### config.mk
export PLATFORM = sky130hd
export DESIGN_NAME = output_restricted_deque_top
export DESIGN_NICKNAME = d
export VERILOG_FILES = /design/src/hw/rtl/orq_pkg.sv /design/src/hw/rtl/output_restricted_deque_top.sv
export VERILOG_INCLUDE_DIRS = /design/src /design/src/hw/rtl
export SDC_FILE = /design/constraint.sdc
export NUM_CORES = 1
export LEC_CHECK = 0
export ABC_CLOCK_PERIOD_IN_PS = 8000
export BUFFER_PORTS_ARGS = -buffer_cell sky130_fd_sc_hd__clkbuf_2
export CORE_UTILIZATION = 45
export DETAILED_ROUTE_END_ITERATION = 8
export SLEW_MARGIN = 25
export SYNTH_ARGS = -nofsm -noshare
export SYNTH_HDL_FRONTEND = slang
export SYNTH_SLANG_ARGS = --single-unit
### constraint.sdc
create_clock -name i_clk -period 8 [get_ports i_clk]
set_clock_uncertainty 0.1 [all_clocks]
set_input_delay 1.6 -clock i_clk [delete_from_list [all_inputs] [get_ports i_clk]]
set_output_delay 1.6 -clock i_clk [all_outputs]
set_load 0.03 [all_outputs]
### src/hw/rtl/output_restricted_deque_top_macros.svh
// Assertion macros for the deque top level.
`ifndef OUTPUT_RESTRICTED_DEQUE_TOP_MACROS_SVH
`define OUTPUT_RESTRICTED_DEQUE_TOP_MACROS_SVH

// Condition that holds at every clock edge out of reset.
`define ORQ_ASSERT_ALWAYS(label, cond) \
    label: assert property (@(posedge i_clk) disable iff (!i_rst_n) (cond)) \
        else $error("deque invariant violated");

// Consequent that must hold in the cycle after the antecedent.
`define ORQ_ASSERT_NEXT(label, ante, cons) \
    label: assert property (@(posedge i_clk) disable iff (!i_rst_n) (ante) |=> (cons)) \
        else $error("deque sequence violated");

`endif

### src/hw/rtl/orq_pkg.sv
package orq_pkg;

    localparam int DEPTH  = 8;
    localparam int IDX_W  = (DEPTH > 1) ? $clog2(DEPTH) : 1;
    localparam int CNT_W  = $clog2(DEPTH + 1);
    localparam int WORD_W = 32;

    localparam logic [CNT_W-1:0] DEPTH_CNT = CNT_W'(DEPTH);
    localparam logic [IDX_W-1:0] IDX_LAST  = IDX_W'(DEPTH - 1);

    typedef enum logic [1:0] {
        OP_PUSH_BACK  = 2'd0,
        OP_PUSH_FRONT = 2'd1,
        OP_POP        = 2'd2
    } t_op;

    typedef enum logic [1:0] {
        ST_DONE  = 2'd0,
        ST_FULL  = 2'd1,
        ST_EMPTY = 2'd2
    } t_status;

    typedef struct packed {
        t_op                      op;
        logic signed [WORD_W-1:0] value;
    } t_in_item;

    typedef struct packed {
        t_status                  status;
        logic signed [WORD_W-1:0] popped;
        logic [CNT_W-1:0]         count;
    } t_out_item;

endpackage

### src/hw/rtl/output_restricted_deque_top.sv
// Output-restricted deque over a circular single-port-read store.
// Push, unused or refused op: result strobe in the cycle after start, busy stays low.
// Pop: S_POP holds the registered store read, then the result; busy high for one cycle.
// Throughput: one push per cycle while not busy; a pop holds off the next op while busy.
// Synchronous active-low reset empties the deque; the receiver cannot stall results.
`include "output_restricted_deque_top_macros.svh"

module output_restricted_deque_top (
    input  logic                i_clk,
    input  logic                i_rst_n,
    input  logic                start,
    input  orq_pkg::t_in_item   i_item,
    output logic                busy,
    output logic                o_valid,
    output orq_pkg::t_out_item  o_result
);
    import orq_pkg::*;

    typedef enum logic {
        S_IDLE,
        S_POP
    } t_state;

    t_state             r_state, n_state;
    logic [IDX_W-1:0]   r_head, n_head;
    logic [CNT_W-1:0]   r_held, n_held;
    logic               r_valid, n_valid;
    t_status            r_status, n_status;
    logic               r_pop_sel, n_pop_sel;

    logic [WORD_W-1:0]  r_mem [DEPTH];
    logic [WORD_W-1:0]  r_rd_data;

    logic               accept;
    logic               full, empty;
    logic               wr_en, rd_en;
    logic [IDX_W-1:0]   wr_addr;
    logic [IDX_W-1:0]   back_addr, head_dec, head_inc;
    logic [CNT_W:0]     back_sum;

    assign accept = start && !busy;
    assign full   = (r_held == DEPTH_CNT);
    assign empty  = (r_held == '0);

    // Back slot: (head + held) wrapped once into the store.
    assign back_sum  = {{(CNT_W + 1 - IDX_W){1'b0}}, r_head} + {1'b0, r_held};
    assign back_addr = (back_sum >= {1'b0, DEPTH_CNT})
                     ? IDX_W'(back_sum - {1'b0, DEPTH_CNT})
                     : IDX_W'(back_sum);
    assign head_dec  = (r_head == '0) ? IDX_LAST : r_head - 1'b1;
    assign head_inc  = (r_head == IDX_LAST) ? '0 : r_head + 1'b1;

    always_comb begin
        n_state   = r_state;
        n_head    = r_head;
        n_held    = r_held;
        n_valid   = 1'b0;
        n_status  = ST_DONE;
        n_pop_sel = 1'b0;
        wr_en     = 1'b0;
        wr_addr   = back_addr;
        rd_en     = 1'b0;
        unique case (r_state)
            S_IDLE: begin
                if (accept) begin
                    n_valid = 1'b1;
                    unique case (i_item.op)
                        OP_PUSH_BACK: begin
                            if (full) begin
                                n_status = ST_FULL;
                            end else begin
                                wr_en  = 1'b1;
                                n_held = r_held + 1'b1;
                            end
                        end
                        OP_PUSH_FRONT: begin
                            if (full) begin
                                n_status = ST_FULL;
                            end else begin
                                wr_en   = 1'b1;
                                wr_addr = head_dec;
                                n_head  = head_dec;
                                n_held  = r_held + 1'b1;
                            end
                        end
                        OP_POP: begin
                            if (empty) begin
                                n_status = ST_EMPTY;
                            end else begin
                                // hold the result until the store read returns
                                n_valid = 1'b0;
                                rd_en   = 1'b1;
                                n_head  = head_inc;
                                n_held  = r_held - 1'b1;
                                n_state = S_POP;
                            end
                        end
                        default: begin
                        end
                    endcase
                end
            end
            S_POP: begin
                n_valid   = 1'b1;
                n_pop_sel = 1'b1;
                n_state   = S_IDLE;
            end
            default: begin
                n_state = S_IDLE;
            end
        endcase
    end

    always_ff @(posedge i_clk) begin
        if (!i_rst_n) begin
            r_state   <= S_IDLE;
            r_head    <= '0;
            r_held    <= '0;
            r_valid   <= 1'b0;
            r_status  <= ST_DONE;
            r_pop_sel <= 1'b0;
        end else begin
            r_state   <= n_state;
            r_head    <= n_head;
            r_held    <= n_held;
            r_valid   <= n_valid;
            r_status  <= n_status;
            r_pop_sel <= n_pop_sel;
        end
    end

    always_ff @(posedge i_clk) begin
        if (wr_en) begin
            r_mem[wr_addr] <= i_item.value;
        end
        if (rd_en) begin
            r_rd_data <= r_mem[r_head];
        end
    end

    assign busy             = (r_state == S_POP);
    assign o_valid          = r_valid;
    assign o_result.status  = r_status;
    assign o_result.popped  = r_pop_sel ? r_rd_data : '0;
    assign o_result.count   = r_held;

    `ORQ_ASSERT_ALWAYS(a_held_in_range, r_held <= DEPTH_CNT)
    `ORQ_ASSERT_NEXT(a_pop_waits, accept && i_item.op == OP_POP && !empty, busy && !o_valid)
    `ORQ_ASSERT_NEXT(a_busy_one_cycle, busy, o_valid && !busy && o_result.status == ST_DONE)
    `ORQ_ASSERT_NEXT(a_full_refused,
        accept && full && (i_item.op == OP_PUSH_BACK || i_item.op == OP_PUSH_FRONT),
        o_valid && o_result.status == ST_FULL && o_result.count == DEPTH_CNT)

endmodule

==> results of run 1 <==
[metal layers]
layer,track usage [%],up-vias
li1,-,2584
met1,22.9,2931
met2,29.8,154
met3,3.10,36
met4,4.84,2
met5,0,-
[cells by family (layout without fill, tap and decap cells)]
family / after synthesis / in the layout / share of synthesized area (%)
buffers and inverters: 38 / 154 / 1.51
AND/OR/NAND/NOR: 171 / 171 / 6.83
multiplexers: 67 / 67 / 12.6
adder cells (fa/ha/maj): 13 / 13 / 1.52
AO/OA/AOI/OAI: 24 / 24 / 1.51
XOR/XNOR: 3 / 3 / 0.224
flip-flops: 300 / 300 / 75.9
[cell type report]
| class | instances | area (sq um) |
|---|---|---|
| Multi-Input combinational cell | 278 | 2720 |
| Fill cell | 1951 | 11800 |
| Clock buffer | 37 | 798 |
| Timing Repair Buffer | 86 | 475 |
| Clock inverter | 21 | 223 |
| Sequential cell | 300 | 8900 |
| Tap cell | 330 | 413 |
| Inverter | 10 | 37.5 |
[path summary, 6_finish.rpt]
path | start | to | slack, ns | cells past startpoint
max | r_head[0]$_SDFFE_PN0P_ | r_mem[2][15]$_DFFE_PP_ | 3.52 | 7
min | busy$_SDFF_PN0_ | r_pop_sel$_SDFF_PN0_ | 0.43 | 1
max reg2reg | r_head[0]$_SDFFE_PN0P_ | r_mem[2][15]$_DFFE_PP_ | 3.52 | 7
min reg2reg | busy$_SDFF_PN0_ | r_pop_sel$_SDFF_PN0_ | 0.43 | 1
[flip-flops by register name, indices dropped and copies added (netlist names)]
signal and cells:
r_held 4, r_head 3, r_pop_sel 1, o_valid 1, r_status 2, busy 1
r_mem 256, r_rd_data 32
[worst max-delay path: stages (launching register included)]
cell and delay (ns):
dfxtp_4 0.65, buf_4 0.78, inv_1 0.20, ha_1 0.28, or3b_1 0.40, o211ai_1 0.10, a21boi_2 0.53, and4_2 0.97
[metrics by stage]
stage	setup WS (ns)	instance area, sq um	util (%)
detailed placement	3.17	12500	49.4
global route	3.15	13600	53.5
global placement	3.48	12500	49.3
floorplan	2.37	11700	-
CTS	3.32	13500	53.5
finish	3.52	13600	53.5
[synthesized netlist by cell type (2+ instances only)]
cell      number  area share, %
edfxtp_1     288             74
nand2_1      104            3.3
mux4_2        64             12
and2_1        34            1.8
dfxtp_1       12            2.1
ha_1          11            1.2
a21oi_1        9           0.38
buf_2          9           0.38
clkbuf_1       8           0.26
inv_1          8           0.26
nor2_1         8           0.26
nor3_1         7           0.30
buf_1          6           0.19
a211oi_1       4           0.26
buf_4          4           0.26
mux2i_1        3           0.26
nand2b_1       3           0.16
nor3b_1        3           0.19
clkinv_1       2          0.064
fa_1           2           0.34
nand3_1        2          0.085
o211ai_1       2           0.13
o21ai_0        2          0.085
xnor2_1        2           0.15
[power groups by stage]
stage,registers (mW),logic (mW),clock network [mW]
detailed placement,1.85,0.258,0
CTS,1.82,0.260,1.46
finish,1.82,0.257,1.43
floorplan,1.83,0.188,0
global route,1.82,0.285,1.52
global placement,1.85,0.248,0
==> reports/results.tsv, run 1 <==
stage	metric	value	unit
power	Flop pwr share	51.9	%
run_status	outcome	complete, no violations	
min_path	worst min path class	flip-flop to flip-flop	
place	I/O Buffers	76	
routing	vias after detailed routing	5707	
sta	count of final setup violators	0	
grt	first-pass GRT wire length	34600	um
power	net switching fraction of the power	21.4	%
critical_path	crit path DAT	4.54	ns
grt	Congestion Overflow GR	0	
sta	headroom to the max-slew limit	32.3	%
floorplan	Die ar.	26700	sq um
power	Design Power	3.50	mW
cells_and_area	area added between synthesis and finish	15.7	%
cells_and_area	layout cells sized above 1	28.3	%
floorplan	die width	163	um
critical_path	Required @ worst endpoint	8.06	ns
floorplan	Rows	58	
clock_network	clk_lat worst skew	0.55	ns
clock_network	Max Buffers Root-to-Sink	3	
sta	Final Max Tran Viols	0	
logic_synthesis	Post-synth EDFFs	288	
cells_and_area	Final nets	757	
routing	DRC violations left	0	
logic_synthesis	syn_area_per_cell	19.0	sq um
critical_path	critical path fanouts, max	47	
routing	drt pass-1 iters	4	
power	P_int	2.75	mW
logic_synthesis	Synth cell types	43	
clock_network	CTS tree	yes	
sta	Final min period	4.48	ns
sta	Max Fclk	223	MHz
clock_network	Post-CTS Hold Buffers	0	
power	sw power	0.750	mW
logic_synthesis	asr flop ratio synth	0	%
grt	gr usage total	17.4	%
clock_network	clk sink count	300	
critical_path	critical path class	flip-flop to flip-flop	
cells_and_area	fin cells	1062	
floorplan	Die Ht	163	um
cells_and_area	number of antenna diodes	0	
sta	Worst-Margin Slew	1.02	ns
routing	uppermost layer routed	met5	
clock_network	clk root buf	clkbuf_16	
sta	unrepaired setup endpoints after global routing	false	
clock_network	Gates resized, CTS repair	0	
logic_synthesis	Syn Inst Count	616	
clock_network	postcts setup bufs	0	
floorplan	initial core utilization	46.3	%
cells_and_area	most common cell after layout, fill and taps aside	edfxtp_1	
routing	final WL	22100	um
critical_path	crit start category	flip-flop	
routing	wire length on met3	1170	um
floorplan	I/O Pins	77	
clock_network	clk slew on worst S/H paths	0.06	ns
grt	largest net degree at the start of global routing	69	
cells_and_area	commonest non-fill, non-tap cells in the layout	edfxtp_1 (288), nand2_1 (104), clkbuf_2 (76)	
routing	Antenna Violating Nets Remaining	0	
clock_network	CTS H-Tree Depth	1	
clock_network	total CTS buffers	31	
critical_path	CP Capture Type	flip-flop	
power	Peak supply drop	139	uV
place	hpwl dp	12900	um
logic_synthesis	Syn Nets	666	
logic_synthesis	yosys warns	0	
place	placed cell count	1004	
power	Comb power frac	7.3	%
grt	vias in the first global route	6054	
grt	initial antenna violation count	1	
power	P_leak	4.60	nW
floorplan	CORE AREA	25300	sq um
logic_synthesis	Main synth FF type	edfxtp_1	
logic_synthesis	Seq/Total Area, Yosys	75.9	%
flow_run	MaxCap Viol Count	0	
place	GPL Wtd Cong	0.768	
sta	Final Hold Fails	0	
routing	met2 wire length	11000	um
logic_synthesis	Mapped Area	11700	sq um
sta	Setup TNS	0	ns
routing	DRT met1 WL	9490	um
routing	Iter 0 DRT Violations	469	
sta	Worst Hold Slack	0.428	ns
routing	wire length per cell	20.9	um
power	Power Dens Cells	258	nW/um^2
logic_synthesis	synthesis-stage register bit count	300	
sta	Final period util	55.9	%
routing	vias per inst	5.37	
power	Clock Power Share	40.8	%
No activity file was read; power rests on OpenSTA's default activity.
==> run 2: changes to the inputs <==
Settings changed: ABC_CLOCK_PERIOD_IN_PS 8000 to 3710.
Clock period 8 ns to 3.71 ns, I/O delays scaled along.
==> run 2 against run 1 <==
  * Clock power increased by 120%
  * Cell area increased by 0.70%
  * Maximum frequency increased by 48%
  * Cell count increased by 0.66%
  * Sequential power increased by 110%
  * Die area unchanged
  * Non-clock buffer count increased by 10
  * Worst setup slack got worse by 2.8 ns
  * Sequential share of layout area decreased by 0.46 points
  * Flip-flop and latch count unchanged
  * Combinational power increased by 130%
  * Highest routed layer is now met4
==> reports/results.tsv, run 2 (synthesized netlist as in run 1, its figures left out) <==
stage	metric	value	unit
grt	largest net degree at the start of global routing	57	
sta	Worst Slack Setup Final	0.682	ns
floorplan	Die ar.	26700	sq um
clock_network	clk sink count	300	
clock_network	Post-CTS Hold Buffers	0	
critical_path	worst reg2reg path depth	8	
grt	Congestion Overflow GR	0	
grt	initial antenna violation count	0	
routing	DRC violations left	0	
floorplan	I/O Pins	77	
place	placement-stage cell area	12600	sq um
routing	final WL	22500	um
routing	wire length per cell	21.1	um
critical_path	Worst path slowest cell	dfxtp_4	
sta	Setup TNS	0	ns
critical_path	worst reg2reg setup slack	0.68	ns
run_status	outcome	complete, no violations	
clock_network	clk slew on worst S/H paths	0.06	ns
sta	Max Fclk	330	MHz
clock_network	clk_lat worst skew	0.54	ns
routing	Iter 0 DRT Violations	366	
grt	vias in the first global route	6107	
sta	Final min period	3.03	ns
grt	first-pass GRT wire length	35200	um
sta	Worst-Margin Slew	0.954	ns
power	Peak supply drop	359	uV
power	Power Dens Cells	554	nW/um^2
floorplan	Rows	58	
place	GPL Wtd Cong	0.746	
routing	Antenna Violating Nets Remaining	0	
critical_path	FF-to-FF End	r_mem[2][20]$_DFFE_PP_	
flow_run	MaxCap Viol Count	0	
clock_network	clk root buf	clkbuf_16	
routing	drt pass-1 iters	4	
cells_and_area	register with the most flip-flops	r_mem	
cells_and_area	fin area	13700	sq um
floorplan	die width	163	um
cells_and_area	area added between synthesis and finish	16.6	%
critical_path	critical path class	flip-flop to flip-flop	
cells_and_area	biggest regs	r_mem (256), r_rd_data (32), r_held (4)	
clock_network	postcts setup bufs	0	
sta	Worst Hold Slack	0.350	ns
cells_and_area	layout cells sized above 1	29.8	%
sta	unrepaired setup endpoints after global routing	false	
critical_path	critical path fanouts, max	25	
cells_and_area	number of antenna diodes	0	
place	hpwl dp	13000	um
grt	gr usage total	17.6	%
power	Design Power	7.57	mW
clock_network	Max Buffers Root-to-Sink	3	
floorplan	initial core utilization	46.3	%
floorplan	CORE AREA	25300	sq um
cells_and_area	most common cell after layout, fill and taps aside	edfxtp_1	
min_path	worst min path class	input pin to flip-flop	
clock_network	CTS tree	yes	
min_path	Hold Crit Endpoint	r_pop_sel$_SDFF_PN0_	
routing	vias after detailed routing	5729	
critical_path	CP Capture Type	flip-flop	
sta	Final Hold Fails	0	
sta	count of final setup violators	0	
cells_and_area	commonest non-fill, non-tap cells in the layout	edfxtp_1 (288), nand2_1 (104), clkbuf_2 (76)	
critical_path	Required @ worst endpoint	3.85	ns
cells_and_area	Final nets	767	
min_path	Hold Path Origin	i_rst_n	
min_path	WHS Path Cells	2	
sta	Final period util	81.6	%
sta	Final Max Tran Viols	0	
cells_and_area	max FFs per register	256	
critical_path	crit path DAT	3.17	ns
place	I/O Buffers	76	
clock_network	total CTS buffers	31	
routing	vias per inst	5.36	
critical_path	crit start category	flip-flop	
critical_path	CP max stage delay	0.63	ns
critical_path	RR Startpoint	r_head[0]$_SDFFE_PN0P_	
power	P_leak	4.67	nW
place	pre-CTS WS	0.403	ns
cells_and_area	number of fill cells in the layout	1944	
clock_network	Gates resized, CTS repair	0	
sta	headroom to the max-slew limit	36.4	%
clock_network	CTS H-Tree Depth	1	
floorplan	Die Ht	163	um
critical_path	CP cell instances	inv_1, ha_1, or3b_1, o211ai_1, a21boi_2, buf_4, and4_2, buf_12	
run 2: cell types whose count changed in the layout (fill, tap and decap cells not counted), moves of 2 or more:
cell      delta
buf_12       +4
buf_4        +7
clkinv_1     -6
clkinv_2     +4
nor3_2       +2
nor3_4       -2
nor3b_2      -2
nor3b_4      +2
run 2: layer usage:
metal | GRT usage [%] | wire (um) | vias up
met5 | 0 | 0 | -
met1 | 24.1 | 9820 | 2964
met2 | 30.0 | 11400 | 131
met3 | 2.56 | 998 | 26
li1 | - | - | 2608
met4 | 3.87 | 326 | 0
run 2: cell type report:
type                    count  area (sq um)  area share, %
clock buffers              37           798           5.85
flip-flops and latches    300          8900           65.1
inverters                  10          37.5          0.275
multi-input cells         278          2720           19.9
repair buffers             96           581           4.25
clock inverters            18           213           1.56
well taps                 330           413           3.02
run 2: worst max-delay path, delay by kind of cell (launching register included):
| family | cells | cell delay, ns |
|---|---|---|
| AOI/OAI and AO/OA | 2 | 0.30 |
| adders and majority gates | 1 | 0.26 |
| buffers and inverters | 3 | 0.58 |
| DFF | 1 | 0.63 |
| and+or+nand+nor | 2 | 0.82 |
run 2: per-stage QoR:
stage | std cells | utilization [%]
after global placement | 1014 | 49.9
after detailed placement | 1014 | 49.9
after floorplan | 616 | -
final | 1069 | 53.9
after global routing | 1069 | 53.9
after CTS | 1069 | 53.9
run 2: worst max path at each step:
| stage | from | to | slack [ns] | cells after the start |
|---|---|---|---|---|
| detailed placement | i_item[33] | r_mem[2][18]$_DFFE_PP_ | 0.40 | 9 |
| finish | r_head[0]$_SDFFE_PN0P_ | r_mem[2][20]$_DFFE_PP_ | 0.68 | 8 |
| global placement | i_item[33] | r_mem[2][22]$_DFFE_PP_ | 0.42 | 9 |
| floorplan | i_item[33] | r_mem[5][0]$_DFFE_PP_ | -0.63 | 7 |
| global route | r_head[0]$_SDFFE_PN0P_ | r_mem[2][20]$_DFFE_PP_ | 0.49 | 8 |
| CTS | r_head[0]$_SDFFE_PN0P_ | r_mem[2][30]$_DFFE_PP_ | 0.63 | 8 |
run 2: report_power, final:
part | total, mW | internal [mW] | switching (mW)
clock | 3.08 | 1.87 | 1.22
combinational | 0.600 | 0.247 | 0.354
sequential | 3.89 | 3.83 | 0.0529
total | 7.57 | 5.95 | 1.62
==> run 3: changes to the inputs <==
Settings changed: ABC_AREA set to 1, ABC_CLOCK_PERIOD_IN_PS 3710 to 2600.
Clock period 3.71 ns to 2.6 ns, I/O delays scaled along.
==> run 3 against run 2 <==
  * Wire length up 18%
  * Cell area grew 3.0%
  * Synthesized cell count increased by 60%
  * Critical endpoint is now r_mem[2][16]$_DFFE_PP_
  * Largest power group unchanged
==> reports/results.tsv, run 3 <==
stage	metric	value	unit
logic_synthesis	yosys warns	0	
power	Design Power	11.0	mW
routing	Antenna Violating Nets Remaining	0	
routing	DRC violations left	0	
clock_network	postcts setup bufs	0	
logic_synthesis	Syn Nets	1036	
cells_and_area	Util after Layout	53.3	%
critical_path	most repeated library cell on the critical path	nand2_1	
critical_path	CP cell instances	ha_1, fa_1, inv_1, nand3_1, nand2_1, nand2_1, nand2_1, nand2_1, nor2_4, buf_12	
logic_synthesis	Syn Inst Count	986	
routing	final WL	26500	um
logic_synthesis	Synth top cells by count	edfxtp_1 (288), nand2_1 (185), nor2_1 (154), o21ai_0 (84), o22ai_1 (64)	
sta	Final period util	91.0	%
power	sw power	2.63	mW
sta	Max Fclk	423	MHz
critical_path	CP Capture Type	flip-flop	
logic_synthesis	Mapped Area	12200	sq um
critical_path	Required @ worst endpoint	2.74	ns
floorplan	I/O Pins	77	
clock_network	total CTS buffers	30	
floorplan	CORE AREA	26400	sq um
power	Power Dens Cells	780	nW/um^2
logic_synthesis	most common cell in the synthesized netlist	edfxtp_1	
logic_synthesis	Area contributors post-synth	edfxtp_1 (71%), nand2_1 (5.7%), nor2_1 (4.7%)	
cells_and_area	layout cells sized above 1	17.5	%
logic_synthesis	multiplexer area fraction after synthesis	0.0820	%
grt	initial antenna violation count	1	
logic_synthesis	syn_area_per_cell	12.4	sq um
sta	Worst-Margin Slew	1.03	ns
logic_synthesis	adder-cell share of the synthesized area	1.46	%
clock_network	clk sink count	300	
sta	Final Hold Fails	0	
cells_and_area	Final nets	1119	
grt	Congestion Overflow GR	0	
grt	first-pass GRT wire length	41800	um
clock_network	CTS H-Tree Depth	1	
place	hpwl dp	15500	um
flow_run	MaxCap Viol Count	0	
critical_path	Worst path slowest cell	fa_1	
critical_path	crit path DAT	2.50	ns
clock_network	clk slew on worst S/H paths	0.06	ns
min_path	worst min path class	input pin to flip-flop	
critical_path	critical path fanouts, max	32	
cells_and_area	most common cell after layout, fill and taps aside	edfxtp_1	
logic_synthesis	compound-gate portion of the synthesized area	9.39	%
sta	Final Max Tran Viols	0	
cells_and_area	max FFs per register	256	
clock_network	Max Buffers Root-to-Sink	3	
grt	gr usage total	19.4	%
logic_synthesis	cell taking the most area after synthesis	edfxtp_1	
logic_synthesis	synthesis-stage register bit count	300	
power	P_int	8.34	mW
power	net switching fraction of the power	23.9	%
clock_network	Gates resized, CTS repair	0	
routing	vias per inst	5.30	
power	Flop pwr share	50.5	%
logic_synthesis	largest family of logic cells by synthesized area	simple AND/OR/NAND/NOR gates	
place	GPL Wtd Cong	0.786	
routing	DRT met1 WL	11700	um
routing	uppermost layer routed	met4	
cells_and_area	area added between synthesis and finish	15.2	%
clock_network	clk_lat worst skew	0.55	ns
routing	drt pass-1 iters	5	
sta	unrepaired setup endpoints after global routing	false	
critical_path	critical path class	flip-flop to flip-flop	
routing	wire length per cell	18.6	um
logic_synthesis	Synth Area in Simple Gates	11.7	%
run_status	outcome	complete, no violations	
floorplan	Die Ht	167	um
clock_network	Post-CTS Hold Buffers	0	
critical_path	crit start category	flip-flop	
floorplan	Die ar.	27800	sq um
logic_synthesis	Seq/Total Area, Yosys	72.8	%
clock_network	clk root buf	clkbuf_16	
logic_synthesis	post-synthesis xor/xnor area fraction	0.215	%
clock_network	CTS tree	yes	
logic_synthesis	Post-synth EDFFs	288	
routing	vias after detailed routing	7564	
logic_synthesis	Synth cell types	32	
cells_and_area	number of fill cells in the layout	2228	
sta	headroom to the max-slew limit	31.3	%
cells_and_area	fin area	14100	sq um
cells_and_area	biggest regs	r_mem (256), r_rd_data (32), r_held (4)	
logic_synthesis	asr flop ratio synth	0	%
floorplan	Rows	59	
logic_synthesis	Main synth FF type	edfxtp_1	
grt	vias in the first global route	7453	
sta	count of final setup violators	0	
place	I/O Buffers	76	
sta	Final min period	2.37	ns
power	P_leak	5.29	nW
routing	wire length on met3	1240	um
power	Clock Power Share	39.0	%
grt	largest net degree at the start of global routing	133	
cells_and_area	register with the most flip-flops	r_mem	
floorplan	die width	167	um
floorplan	initial core utilization	46.3	%
power	Comb power frac	10.4	%
logic_synthesis	post-synth top area share	70.8	%
routing	met2 wire length	13100	um
cells_and_area	commonest non-fill, non-tap cells in the layout	edfxtp_1 (288), nand2_1 (185), nor2_1 (145)	
place	placement-stage cell area	13100	sq um
routing	Iter 0 DRT Violations	637	
power	Peak supply drop	519	uV
critical_path	CP max stage delay	0.41	ns
[run 3: cell types whose count changed in the layout (fill, tap and decap cells not counted), moves of 36 or more]
cell,previous run,this run
o21ai_0,2,84
o22ai_1,0,64
mux4_2,64,0
inv_1,8,44
nor2_1,7,145
nand2_1,104,185
[run 3: layer usage]
metal,up-vias,global-route usage (%)
met5,-,0
met4,0,5.07
met3,35,2.92
met2,184,33.5
met1,3697,25.7
li1,3648,-
[run 3: path summary, 6_finish.rpt]
kind | start | to | slack (ns) | cells after the start
setup reg to reg | r_held[0]$_SDFFE_PN0P_ | r_mem[2][16]$_DFFE_PP_ | 0.23 | 10
setup / recovery | r_held[0]$_SDFFE_PN0P_ | r_mem[2][16]$_DFFE_PP_ | 0.23 | 10
hold reg to reg | busy$_SDFF_PN0_ | r_pop_sel$_SDFF_PN0_ | 0.39 | 2
hold / removal | i_item[11] | r_mem[5][11]$_DFFE_PP_ | 0.16 | 1
[run 3: final cells by class]
type | instances | area [sq um] | area share, %
multi-input cells | 579 | 2850 | 20.3
diodes | 1 | 2.50 | 0.0178
well taps | 335 | 419 | 2.98
clock buffers | 36 | 773 | 5.50
inverters | 53 | 201 | 1.43
repair buffers | 105 | 711 | 5.05
flip-flops and latches | 300 | 8890 | 63.3
clock inverters | 19 | 208 | 1.48
[run 3: logic make-up (layout without fill, tap and decap cells)]
kind of cell             Yosys count  count (layout)
AND/OR/NAND/NOR                  361             361
XOR/XNOR                           3               3
other                              0               1
buffers and inverters            107             213
flip-flops                       300             300
multiplexers                       1               1
AO/OA/AOI/OAI                    201             201
adder cells (fa/ha/maj)           13              13
[run 3: per-stage QoR]
stage / hold WS (ns) / cells / setup WS (ns) / TNS [ns]
global placement: 0.386 / 1372 / 0.0771 / 0
finish: 0.161 / 1428 / 0.234 / 0
CTS: 0.146 / 1427 / 0.230 / 0
global route: 0.154 / 1427 / 0.0770 / 0
detailed placement: 0.388 / 1372 / 0.0325 / 0
floorplan: 0.496 / 986 / -0.310 / -58.97
[run 3: power groups by stage]
| stage | Combinational (mW) | Clock [mW] | Sequential, mW |
|---|---|---|---|
| 2_1_floorplan | 0.760 | 0 | 5.65 |
| 5_1_grt | 1.29 | 4.54 | 5.55 |
| 3_3_place_gp | 1.15 | 0 | 5.64 |
| 4_1_cts | 1.16 | 4.36 | 5.54 |
| 3_5_place_dp | 1.16 | 0 | 5.65 |
| 6_report | 1.14 | 4.28 | 5.54 |
[run 3: worst max-delay path, delay by kind of cell, from the launching register on]
| kind | cells | cell delay, ns |
|---|---|---|
| buf+inv | 2 | 0.34 |
| fa+ha+maj | 2 | 0.65 |
| simple gates | 6 | 0.57 |
| flops | 1 | 0.38 |
